===== src/rtl/core/chcm_ram.sv =====
// Simple dual-port synchronous RAM with a registered read.
`default_nettype none
module chcm_ram #(
   parameter int DATA_W = 8,
   parameter int ADDR_W = 4
) (
   input  wire logic              clock,
   input  wire logic              wr_en,
   input  wire logic [ADDR_W-1:0] wr_addr,
   input  wire logic [DATA_W-1:0] wr_data,
   input  wire logic [ADDR_W-1:0] rd_addr,
   output logic      [DATA_W-1:0] rd_data
);

   logic [DATA_W-1:0] mem [2**ADDR_W];

   always_ff @(posedge clock) begin
      if (wr_en) begin
         mem[wr_addr] <= wr_data;
      end
   end

   always_ff @(posedge clock) begin
      rd_data <= mem[rd_addr];
   end

endmodule
`default_nettype wire


===== config.mk =====
export PLATFORM = sky130hd
export DESIGN_NAME = chcm_ram
export DESIGN_NICKNAME = d
export VERILOG_FILES = /design/src/rtl/core/chcm_ram.sv
export SDC_FILE = /design/constraint.sdc
export NUM_CORES = 1
export LEC_CHECK = 0
export BUFFER_PORTS_ARGS = -buffer_cell sky130_fd_sc_hd__buf_2
export CAP_MARGIN = 20
export CORE_ASPECT_RATIO = 1.2
export CORE_UTILIZATION = 30
export DETAILED_ROUTE_END_ITERATION = 16
export GPL_ROUTABILITY_DRIVEN = 0
export HOLD_SLACK_MARGIN = 0.15
export PLACE_DENSITY = 0.55
export SLEW_MARGIN = 25
export SYNTH_ARGS = -nofsm -noshare
export SYNTH_HDL_FRONTEND = slang
export SYNTH_SLANG_ARGS = --single-unit

===== constraint.sdc =====
create_clock -name clock -period 2.4 [get_ports clock]
set_input_delay 0.48 -clock clock [delete_from_list [all_inputs] [get_ports clock]]
set_output_delay 0.48 -clock clock [all_outputs]
set_load 0.02 [all_outputs]

After elaboration in Yosys (flattened, before gate mapping)
Memories as Yosys holds them, arrays and structs flattened. A register that Yosys moved wholly into a read port is not among the register bits.
Index checks and enable logic that the tools add are counted.
{"block": "op_classes", "n_addsub": 0, "multipliers": 0, "div": 0, "order_cmp": 0, "n_eq_ne": 0, "shift": 0, "muxes": 2, "n_bitwise": 0, "reduce_logical": 0}
{"cell": "$mux 1", "count": 2}
{"block": "totals", "regBits": 0, "latch_bits": 0, "ram_bits": 128, "romBits": 0, "inputBits": 18, "out_inout_bits": 8, "wordCells": 3, "mem_count": 1}
{"name": "mem", "depth": 16, "width": 8, "rd": 1, "rd_clocked_by_memory_dff": 1, "wr": 1, "line_no": "15", "text": "logic [DATA_W-1:0] mem [2**ADDR_W];"}

Logic depth before layout (Yosys ltp)
{"block": "depth", "ltp_word": 2, "mapped_depth": 5, "ltp_nobuf": 3}

Worst setup path after synthesis
Ideal clock, no wire load.
{"block": "synth_path", "kind": "input to register", "from": "input wr_addr[2]", "to": "memory mem[0][0], enable pin", "setup_time_ns": 0.383, "arrival_time_ns": 1.590, "required_ns": 2.017, "path_slack_ns": 0.427, "stages": 2, "path_cell_list": "or3b_2 nor3_1"}
{"element": "start, declared", "line_no": "9", "text": "input wire logic [ADDR_W-1:0] wr_addr,"}
{"element": "end, declared", "line_no": "15"}
No word-level cell before the write port.

==> results_dict.tcl <==
set metrics [dict create \
    core_area_mm2 0.0169 \
    num_vias 2458 \
    timing.final.crit_period_ns 1.64 \
    synth-edff-count 128 \
    postSynthCellCount 229 \
    rsz0062_at_grt "false" \
    grt-ovfl-total 0 \
    hold_class "in -> reg" \
    maxSlewViolCount 0 \
    drc 0 \
    area_growth_pct 21.7 \
    place.port_buffers 25 \
    synth_top_area_cell "edfxtp_1" \
    postCtsSetupRepairBufs 0 \
    critPathMaxFanout 8 \
    postCtsResizedCells 0 \
    clk-insertion-delay-late_ns 0.42 \
    holdWs_ns 0.457 \
    fmax_mhz 608 \
    synth-seq-area-share 0.778 \
    first_pass_iters 4 \
    finalSetupTns_ns 0 \
    fp.dieH_um 145 \
    p_leak_uw 0.00212 \
    synth_nets 247 \
    grt_antenna_before_repair 0 \
    n_antenna_cell 0 \
    die_w_um 122 \
    ys.flop_type "edfxtp_1" \
    path_clk_slew_ns 0.05 \
    final_antenna_net_count 0 \
    finalClockSkew_ns 0.00833 \
    status "complete, no violations" \
    nNetsFinal 303 \
    crit_type "in -> reg" \
    ctsHoldBuffers 0 \
    synthTopCellsByCount "edfxtp_1 (128), mux4_2 (18), a22oi_1 (16)" \
    io_pins 26 \
    cts.sinks 136 \
    cap_violations 0 \
    setup_viol 0 \
    grt_pass1_vias 2651 \
    nFillCells 1508 \
    required_ns 2.69 \
    syn_area_per_cell_um2 22.5 \
    rows 52 \
    tightest_slew_ns 0.412 \
    finalHoldViolCount 0 \
    ir_drop_mv 0.481 \
    drive_above_1_share 0.315 \
    yosysMostFrequentCell "edfxtp_1" \
    wl_per_cell_um 19.7 \
    grt_pass1_wl_mm 15.7 \
    synth_area_mm2 0.00515 \
    cts.path.max_buffers 2 \
    crit_path_start_kind "input pin" \
    fin_crit_sh 0.685 \
    h-tree-depth 4 \
    ys_warn_count 0 \
    synth_top_area_frac 0.747 \
    arrival_ns 1.93 \
    slowest_delay_ns 0.56 \
    path_cells "buf_2 > buf_4 > mux4_1 > a22oi_1 > nand2_1" \
    track_usage 0.125 \
    numCtsBuffers 17 \
    slew_headroom 0.724 \
    end_kind "flip-flop" \
    dpl.hpwl_mm 6.59 \
    slowest_stage "mux4_1" \
    drt_iter0_markers 99 \
    synth_cell_types 19 \
    die_area_mm2 0.0177 \
    initial_core_util 0.305 \
    root_buffer "clkbuf_16" \
    vias_per_cell 4.78 \
    cts_tree "done" \
    grt_max_degree 33 \
    totalWireLength_mm 10.1 \
    power.density_mw_per_mm2 895 \
    ys_ff_latch 136 \
    ys_async_sr_fraction 0 \
    yosys-top-cells-area "edfxtp_1 (75%), mux4_2 (7.9%), mux4_1 (7.1%), dfxtp_1 (3.1%), a22oi_1 (2.3%)" \
]
[metrics by stage]
stage | power [uW] | cells | utilization | area [um^2] | worst slack, ns
floorplan | 2870 | 229 | - | 5150 | 0.427
global placement | 2990 | 482 | 0.335 | 5650 | 0.302
detailed placement | 2990 | 482 | 0.335 | 5650 | 0.291
CTS | 5650 | 514 | 0.372 | 6260 | 0.713
global route | 5760 | 514 | 0.372 | 6260 | 0.681
finish | 5600 | 514 | 0.372 | 6260 | 0.756
[routing by layer]
layer  global-route usage  wire [um]  vias up
met5                    0          0        -
met4               0.0519        149        0
met3               0.0368        558       16
met2                0.198       5080       75
met1                0.160       4340     1281
li1                     -          -     1086
[path summary, 6_finish.rpt]
kind,from,slack [ns],end,cells after the start
hold / removal,wr_data[1],0.46,mem[12][1]$_DFFE_PP_,1
hold reg to reg,mem[14][7]$_DFFE_PP_,0.68,rd_data[7]$_DFF_P_,3
setup / recovery,rd_addr[0],0.76,rd_data[2]$_DFF_P_,5
setup reg to reg,mem[1][2]$_DFFE_PP_,0.97,rd_data[2]$_DFF_P_,3
[worst max-delay path: cells and delay by family]
| family | cells | cell delay [ns] |
|---|---|---|
| AO/OA/AOI/OAI | 1 | 0.31 |
| buffers and inverters | 2 | 0.45 |
| multiplexers | 1 | 0.56 |
| AND/OR/NAND/NOR | 1 | 0.13 |
[cell type report]
| type | count | area, um^2 | share of cell area |
|---|---|---|---|
| clock buffers | 23 | 498 | 0.0795 |
| repair buffers | 47 | 315 | 0.0503 |
| flip-flops and latches | 136 | 4000 | 0.639 |
| clock inverters | 9 | 119 | 0.0190 |
| well taps | 216 | 270 | 0.0431 |
| multi-input cells | 83 | 1060 | 0.169 |
[cell families after synthesis]
family                 after synthesis  synth area share
buffers and inverters               10            0.0168
multiplexers                        32             0.150
flip-flops                         136             0.778
AO/OA/AOI/OAI                       16            0.0233
AND/OR/NAND/NOR                     35            0.0318
[flip-flops by register name, indices dropped and copies added, names as in the netlist]
| name | flops |
|---|---|
| mem | 128 |
| rd_data | 8 |
[where the power goes]
group          internal (uW)  switching [uW]
sequential              2660            14.6
clock                   1760             909
combinational            110             156
total                   4520            1080
[layout by cell type (no fill, tap or decap), drive strengths merged, types with 2 or more instances in the layout]
| master | instances |
|---|---|
| nand2b | 2 |
| clkinv | 5 |
| nand3b | 2 |
| nor3 | 4 |
| dfxtp | 8 |
| nor2 | 13 |
| nand2 | 9 |
| edfxtp | 128 |
| clkbuf | 23 |
| buf | 47 |
| mux4 | 32 |
| bufinv | 3 |
| a22oi | 16 |
Note: power is estimated with default switching activity, not from simulation.
