<file path="src/rtl/core/chcm_pkg.sv">
// Shared types and constants for the chained hash counting multiset.
`default_nettype none
package chcm_pkg;

   localparam int MAX_BUCKETS  = 1024;
   localparam int RECORD_SLOTS = 1024;
   localparam int COUNT_BITS   = 16;

   localparam int KEY_W = 31;
   localparam int CNT_W = COUNT_BITS;
   localparam int BKT_W = $clog2(MAX_BUCKETS);
   localparam int IDX_W = $clog2(RECORD_SLOTS);
   localparam int LINK_W = IDX_W + 1;
   localparam int CFG_W = 11;
   localparam int STEP_W = $clog2(KEY_W);

   localparam logic [LINK_W-1:0] NULL_LINK = LINK_W'(RECORD_SLOTS);
   localparam logic [CNT_W-1:0] COUNT_MAX = '1;

   localparam logic [1:0] OP_INSERT = 2'd0;
   localparam logic [1:0] OP_REMOVE = 2'd1;
   localparam logic [1:0] OP_SEARCH = 2'd2;
   localparam logic [1:0] OP_UNUSED = 2'd3;

   localparam logic [1:0] ST_DONE   = 2'd0;
   localparam logic [1:0] ST_ABSENT = 2'd1;
   localparam logic [1:0] ST_FULL   = 2'd2;

   typedef struct packed {
      logic [KEY_W-1:0]  key;
      logic [CNT_W-1:0]  count;
      logic [LINK_W-1:0] link;
   } rec_type;

   typedef enum logic [2:0] {
      S_CLEAR,
      S_IDLE,
      S_HASH,
      S_HEAD,
      S_WALK,
      S_END,
      S_LINK,
      S_DONE
   } state_type;

endpackage
`default_nettype wire

</file>
<file path="src/rtl/core/chcm_mod.sv">
// Bit-serial restoring remainder unit: key modulo bucket count, one bit a cycle.
`default_nettype none
module chcm_mod (
   input  wire logic                     clock,
   input  wire logic                     reset,
   input  wire logic                     start,
   input  wire logic [chcm_pkg::KEY_W-1:0] dividend,
   input  wire logic [chcm_pkg::CFG_W-1:0] divisor,
   output logic                          done,
   output logic      [chcm_pkg::BKT_W-1:0] rem
);
   import chcm_pkg::*;

   logic              busy_ff, busy_in;
   logic              done_ff, done_in;
   logic [STEP_W-1:0] step_ff, step_in;
   logic [KEY_W-1:0]  dvd_ff, dvd_in;
   logic [CFG_W-1:0]  dvs_ff, dvs_in;
   logic [BKT_W-1:0]  rem_ff, rem_in;
   logic [CFG_W-1:0]  trial;

   always_comb begin
      busy_in = busy_ff;
      done_in = 1'b0;
      step_in = step_ff;
      dvd_in  = dvd_ff;
      dvs_in  = dvs_ff;
      rem_in  = rem_ff;
      trial   = {rem_ff, dvd_ff[KEY_W-1]};
      if (start) begin
         busy_in = 1'b1;
         step_in = '0;
         dvd_in  = dividend;
         dvs_in  = divisor;
         rem_in  = '0;
      end else if (busy_ff) begin
         dvd_in = {dvd_ff[KEY_W-2:0], 1'b0};
         // The partial remainder stays below the divisor, so it fits the bucket width.
         if (trial >= dvs_ff) begin
            rem_in = BKT_W'(trial - dvs_ff);
         end else begin
            rem_in = BKT_W'(trial);
         end
         step_in = step_ff + 1'b1;
         if (step_ff == STEP_W'(KEY_W - 1)) begin
            busy_in = 1'b0;
            done_in = 1'b1;
         end
      end
   end

   always_ff @(posedge clock) begin
      if (reset) begin
         busy_ff <= 1'b0;
         done_ff <= 1'b0;
      end else begin
         busy_ff <= busy_in;
         done_ff <= done_in;
      end
      step_ff <= step_in;
      dvd_ff  <= dvd_in;
      dvs_ff  <= dvs_in;
      rem_ff  <= rem_in;
   end

   assign done = done_ff;
   assign rem  = rem_ff;

endmodule
`default_nettype wire

</file>
<file path="config.mk">
export PLATFORM = sky130hd
export DESIGN_NAME = chcm_mod
export DESIGN_NICKNAME = d
export VERILOG_FILES = /design/src/rtl/core/chcm_pkg.sv /design/src/rtl/core/chcm_mod.sv
export SDC_FILE = /design/constraint.sdc
export NUM_CORES = 1
export LEC_CHECK = 0
export BUFFER_PORTS_ARGS = -buffer_cell sky130_fd_sc_hd__buf_2
export CAP_MARGIN = 20
export CORE_ASPECT_RATIO = 0.75
export CORE_MARGIN = 4
export CORE_UTILIZATION = 50
export DETAILED_ROUTE_END_ITERATION = 8
export PLACE_DENSITY = 0.72
export SLEW_MARGIN = 30
export SYNTH_ARGS = -nofsm -noshare
export SYNTH_HDL_FRONTEND = slang
export SYNTH_SLANG_ARGS = --single-unit
</file>
<file path="constraint.sdc">
create_clock -name clock -period 2.2 [get_ports clock]
set_input_delay 0.22 -clock clock [delete_from_list [all_inputs] [get_ports clock]]
set_output_delay 0.22 -clock clock [all_outputs]
set_load 0.1 [all_outputs]
</file>
### After elaboration in Yosys (flattened, before gate mapping)

Index checks and enable logic that the tools add are counted.

* register bits: 59
* bits of input ports: 45
* output and inout port bits: 11
* logic and storage cells: 20

* $add $sub $neg: 2
* $lt $le $gt $ge: 1
* eq/ne operators: 1
* mux-type cells: 7
* bitwise gates (word level): 1
* reduce and logical (&&, ||, !) cells: 2

Operators with widths (number)
* $mux W31: 2
* $ge A11 B11 Y1: 1
* $mux W10: 1
* $sub A10 B10 Y10: 1
* $add A5 B1 Y5 const B: 1
* $eq A5 B5 Y1 const B: 1
* $mux W1: 4
* $reduce_or A3 Y1: 1
* $reduce_bool A2 Y1: 1
* $not A1 Y1: 1

### Logic depth before layout (Yosys ltp)

* word-level depth: 4
* depth in mapped cells: 9
* gate-level depth less buffers: 9

### Least setup slack after synthesis

Ideal clock, no wire load.

* kind: reg2reg
* from: register rem_ff[1] (netlist: rem[1])
* to: register rem_ff[5] (netlist: rem[5])
* setup time: 0.135 ns
* arrival time: 2.450 ns
* required time: 2.065 ns
* path slack: -0.385 ns
* cell stages (with the launch flop): 7
* buffers on the path: 0
* cell sequence: dfxtp_1 -> ha_1 -> a21oi_2 -> a21oi_1 -> or3_1 -> a221oi_1 -> a2111oi_2

* word-level cells in the longest chain between the ends: 2
* elaborated cells on any way between the ends: 3

RTL lines
* from (decl): RTL line chcm_mod.sv:19 `logic [BKT_W-1:0] rem_ff, rem_in;`
* from (signal assigned): RTL line chcm_mod.sv:63 `rem_ff <= rem_in;`
* $sub A10 B10 Y10 or $ge A11 B11 Y1 (tied branches): RTL line chcm_mod.sv:40, chcm_mod.sv:39
* $mux W10 (*): RTL line chcm_mod.sv:39 `if (trial >= dvs_ff) begin`

Mark *: on every way between the ends. The rest lies on a longest branch, timed or not.
A chain may end at the register's enable or synchronous reset.

### Worst setup path in the final report

* from: register dvd_ff[30]
* to: register rem_ff[6] (netlist: rem[6])

* word-level cells in the longest chain between the ends: 2
* elaborated cells on any way between the ends: 3

RTL lines
* from (decl): RTL line chcm_mod.sv:17 `logic [KEY_W-1:0] dvd_ff, dvd_in;`
* from (signal assigned): RTL line chcm_mod.sv:61 `dvd_ff <= dvd_in;`
* $sub A10 B10 Y10 or $ge A11 B11 Y1 (tied branches): RTL line chcm_mod.sv:40, chcm_mod.sv:39
* $mux W10 (*): RTL line chcm_mod.sv:39

Marks and branches as above.

==> run summary <==
WP data required - 2.43 ns
sequential share of the synthesized area - 53.4%
Final ANT Viol Nets - 0
number of global-route vias before repair - 1,948
max-cap violations - 0
post-synthesis xor/xnor area fraction - 2.34%
Die Width - 97.4 um
PnR Total Power - 2830 uW
row count - 24
Worst Skew - 0.00592 ns
Post-Layout Cell Count - 393
design area - 0.00362 sq mm
final hold vios - 0
placed cells - 377
final slew viol count - 0
crit path DAT - 2.34 ns
Die ar. - 0.00731 sq mm
worst skew pair latency - 0.34 ns
status - completed
crit path kind - flop to flop
fin crit share - 96.2%
gr usage total - 16.8%
crit path time final - 2.12 ns
ys async rst share - 0%
Synth Area in Compound Gates - 11.7%
fmax - 0.472 GHz
Die Ht - 75.0 um
Ports - 56
wire per inst - 15.4 um
gr ovfl total - 0
H-Tree Depth - 3
Synth Instances - 243
# diodes - 0
ys flop type - edfxtp_1
Root Driver - clkbuf_8
initial detailed-routing violation count - 99
main combinational cell family by area after synthesis - compound AO/OA/AOI/OAI gates
multiplexer share of the synthesized area - 11.3%
Yosys cell types - 48
P_leak - 0.00151 uW
final WL - 6.04 mm
CTS tree - yes
Routability Congestion - 0.905
drt pass-1 iters - 4
Area after DPL - 0.00340 sq mm
most area-consuming cells after synthesis - edfxtp_1, dfxtp_1, mux2_2, ha_1, inv_1
Synth area leader - edfxtp_1
unrepaired setup endpoints after global routing - false
Crit. End Element - flop
CP startpoint kind - flop
Final nets - 369
Synth Area in Adders - 6.10%
Initial Utilization - 51.4%
PwrDens - 783 mW/mm^2
hold crit path type - primary input to flop
Slew @ Worst Pin - 0.528 ns
core area - 0.00583 sq mm
Synth Register Bits - 59
P&R area growth vs syn - 20.8%
# Post-CTS Setup Buffers - 0
Hold WS - 0.0467 ns
fillers - 478
vias per cell - 5.37
dpl hpwl - 4.39 mm
CTS clock-pin slew for the worst setup and hold paths - 0.07 ns
simple-gate share of the synthesized area - 10.7%
CTS buffer count - 9
Yosys warning total - 0
first-pass GRT wire length - 9.46 mm
IO Port Bufs - 55
pin count of the biggest net entering global routing - 32
EDFF count, synth - 42
maximum root-to-sink buffer count - 2
Worst Path Max Fanout - 3
clock sinks - 59
DRC - 0
net count after synthesis - 302
VDD IR max - 492 uV
initial antenna violation count - 0
average size of a mapped cell - 12.3 sq um
via count - 2,109
Max-slew headroom - 64.7%
share of cells above drive strength 1 - 42.5%
Syn Std Cell Area - 0.00300 sq mm
Finish-stage setup viols - 0
share of the synthesized area in the top cell type - 42.1%
[synthesized netlist by cell type, types with 2 or more instances]
library cell / count
dfxtp_1: 17
o21ai_0: 4
ha_1: 13
nand2_1: 14
clkbuf_1: 6
a21o_1: 2
o211ai_1: 2
mux2_2: 30
a31oi_1: 2
o311ai_2: 2
o31ai_1: 2
buf_6: 4
and2_1: 3
inv_1: 17
nand4_1: 8
a41oi_1: 3
nand3_1: 5
a211oi_1: 2
nor4_1: 2
edfxtp_1: 42
nor2_1: 16
a21oi_1: 8
xnor2_1: 3
nor3_1: 6
xor2_1: 5
a21oi_2: 3
[area by class of cell]
type                       instances  area, sq um  share of cell area (%)
tap                               78         97.6                    2.70
inverter                          17         63.8                    1.76
clock buffer                       9          124                    3.42
clock inverter                     7         91.3                    2.52
multi-input combinational        157         1270                    35.1
sequential                        59         1610                    44.6
timing repair buffer              66          358                    9.89
[worst max-delay path, cell delays in order (launching register included)]
cell	delay, ns
edfxtp_1	0.40
inv_1	0.07
ha_1	0.15
inv_1	0.05
fa_1	0.41
nand3_1	0.14
nand2_1	0.11
a41oi_1	0.24
a31oi_1	0.10
a221o_1	0.32
[final timing paths]
check                  start      end  slack [ns]  cells past startpoint
hold reg to reg       rem[4]   rem[4]        0.50                      2
setup reg to reg  dvd_ff[30]   rem[6]        0.08                      9
hold / removal         reset  busy_ff        0.05                      2
setup / recovery  dvd_ff[30]   rem[6]        0.08                      9
[metal layers]
layer / routed length, um / up-vias / GRT usage, % / part of all wire, %
li1: - / 1047 / - / -
met1: 2830 / 990 / 22.8 / 47
met2: 2710 / 70 / 25.2 / 45
met3: 491 / 2 / 6.30 / 8.1
met4: 11 / 0 / 5.53 / 0.18
met5: 0 / - / 0 / 0
[layout by cell type (no fill, tap or decap), types with 3 or more instances in the layout]
| master | instances |
|---|---|
| nand2_1 | 14 |
| o21ai_0 | 4 |
| buf_2 | 55 |
| dfxtp_2 | 10 |
| buf_4 | 11 |
| nand3_1 | 5 |
| ha_1 | 13 |
| a41oi_1 | 3 |
| and2_1 | 3 |
| a21oi_2 | 3 |
| clkinv_2 | 3 |
| a21oi_1 | 8 |
| dfxtp_1 | 7 |
| inv_1 | 17 |
| clkbuf_8 | 9 |
| xor2_1 | 5 |
| xnor2_1 | 3 |
| nor2_1 | 16 |
| nand4_1 | 8 |
| edfxtp_1 | 42 |
| mux2_2 | 30 |
| nor3_1 | 6 |
[sequential cells by signal, summed over array words and instances (netlist names)]
name     count
busy_ff      1
done         1
step_ff      5
rem         10
dvs_ff      11
dvd_ff      31
[power breakdown]
part,total [uW],internal [uW],switching (uW)
registers,1330,1300,35.8
logic,417,176,241
clock network,1080,635,448
total,2830,2110,725
[timing repair]
action / 4_1_cts / 5_1_grt
hold buffers: 0 / 0
gates resized for setup: 0 / 1
endpoints found under the setup margin: 0 / 10
[cell families (layout without fill, tap and decap cells)]
logic type | count (synthesis) | after routing
buffers and inverters | 27 | 99
adder cells (fa/ha/maj) | 14 | 14
multiplexers | 30 | 30
flip-flops | 59 | 59
AND/OR/NAND/NOR | 63 | 63
AO/OA/AOI/OAI | 42 | 42
XOR/XNOR | 8 | 8
[through the flow]
stage	utilization, %	worst slack (ns)	setup TNS [ns]
after floorplan	-	-0.0343	-0.0343
after global placement	58.3	0.0940	0
after detailed placement	58.3	0.0647	0
after CTS	62.0	0.0457	0
after global routing	62.1	0.00268	0
final	62.1	0.0828	0
Power figures use the tool's default switching activity.
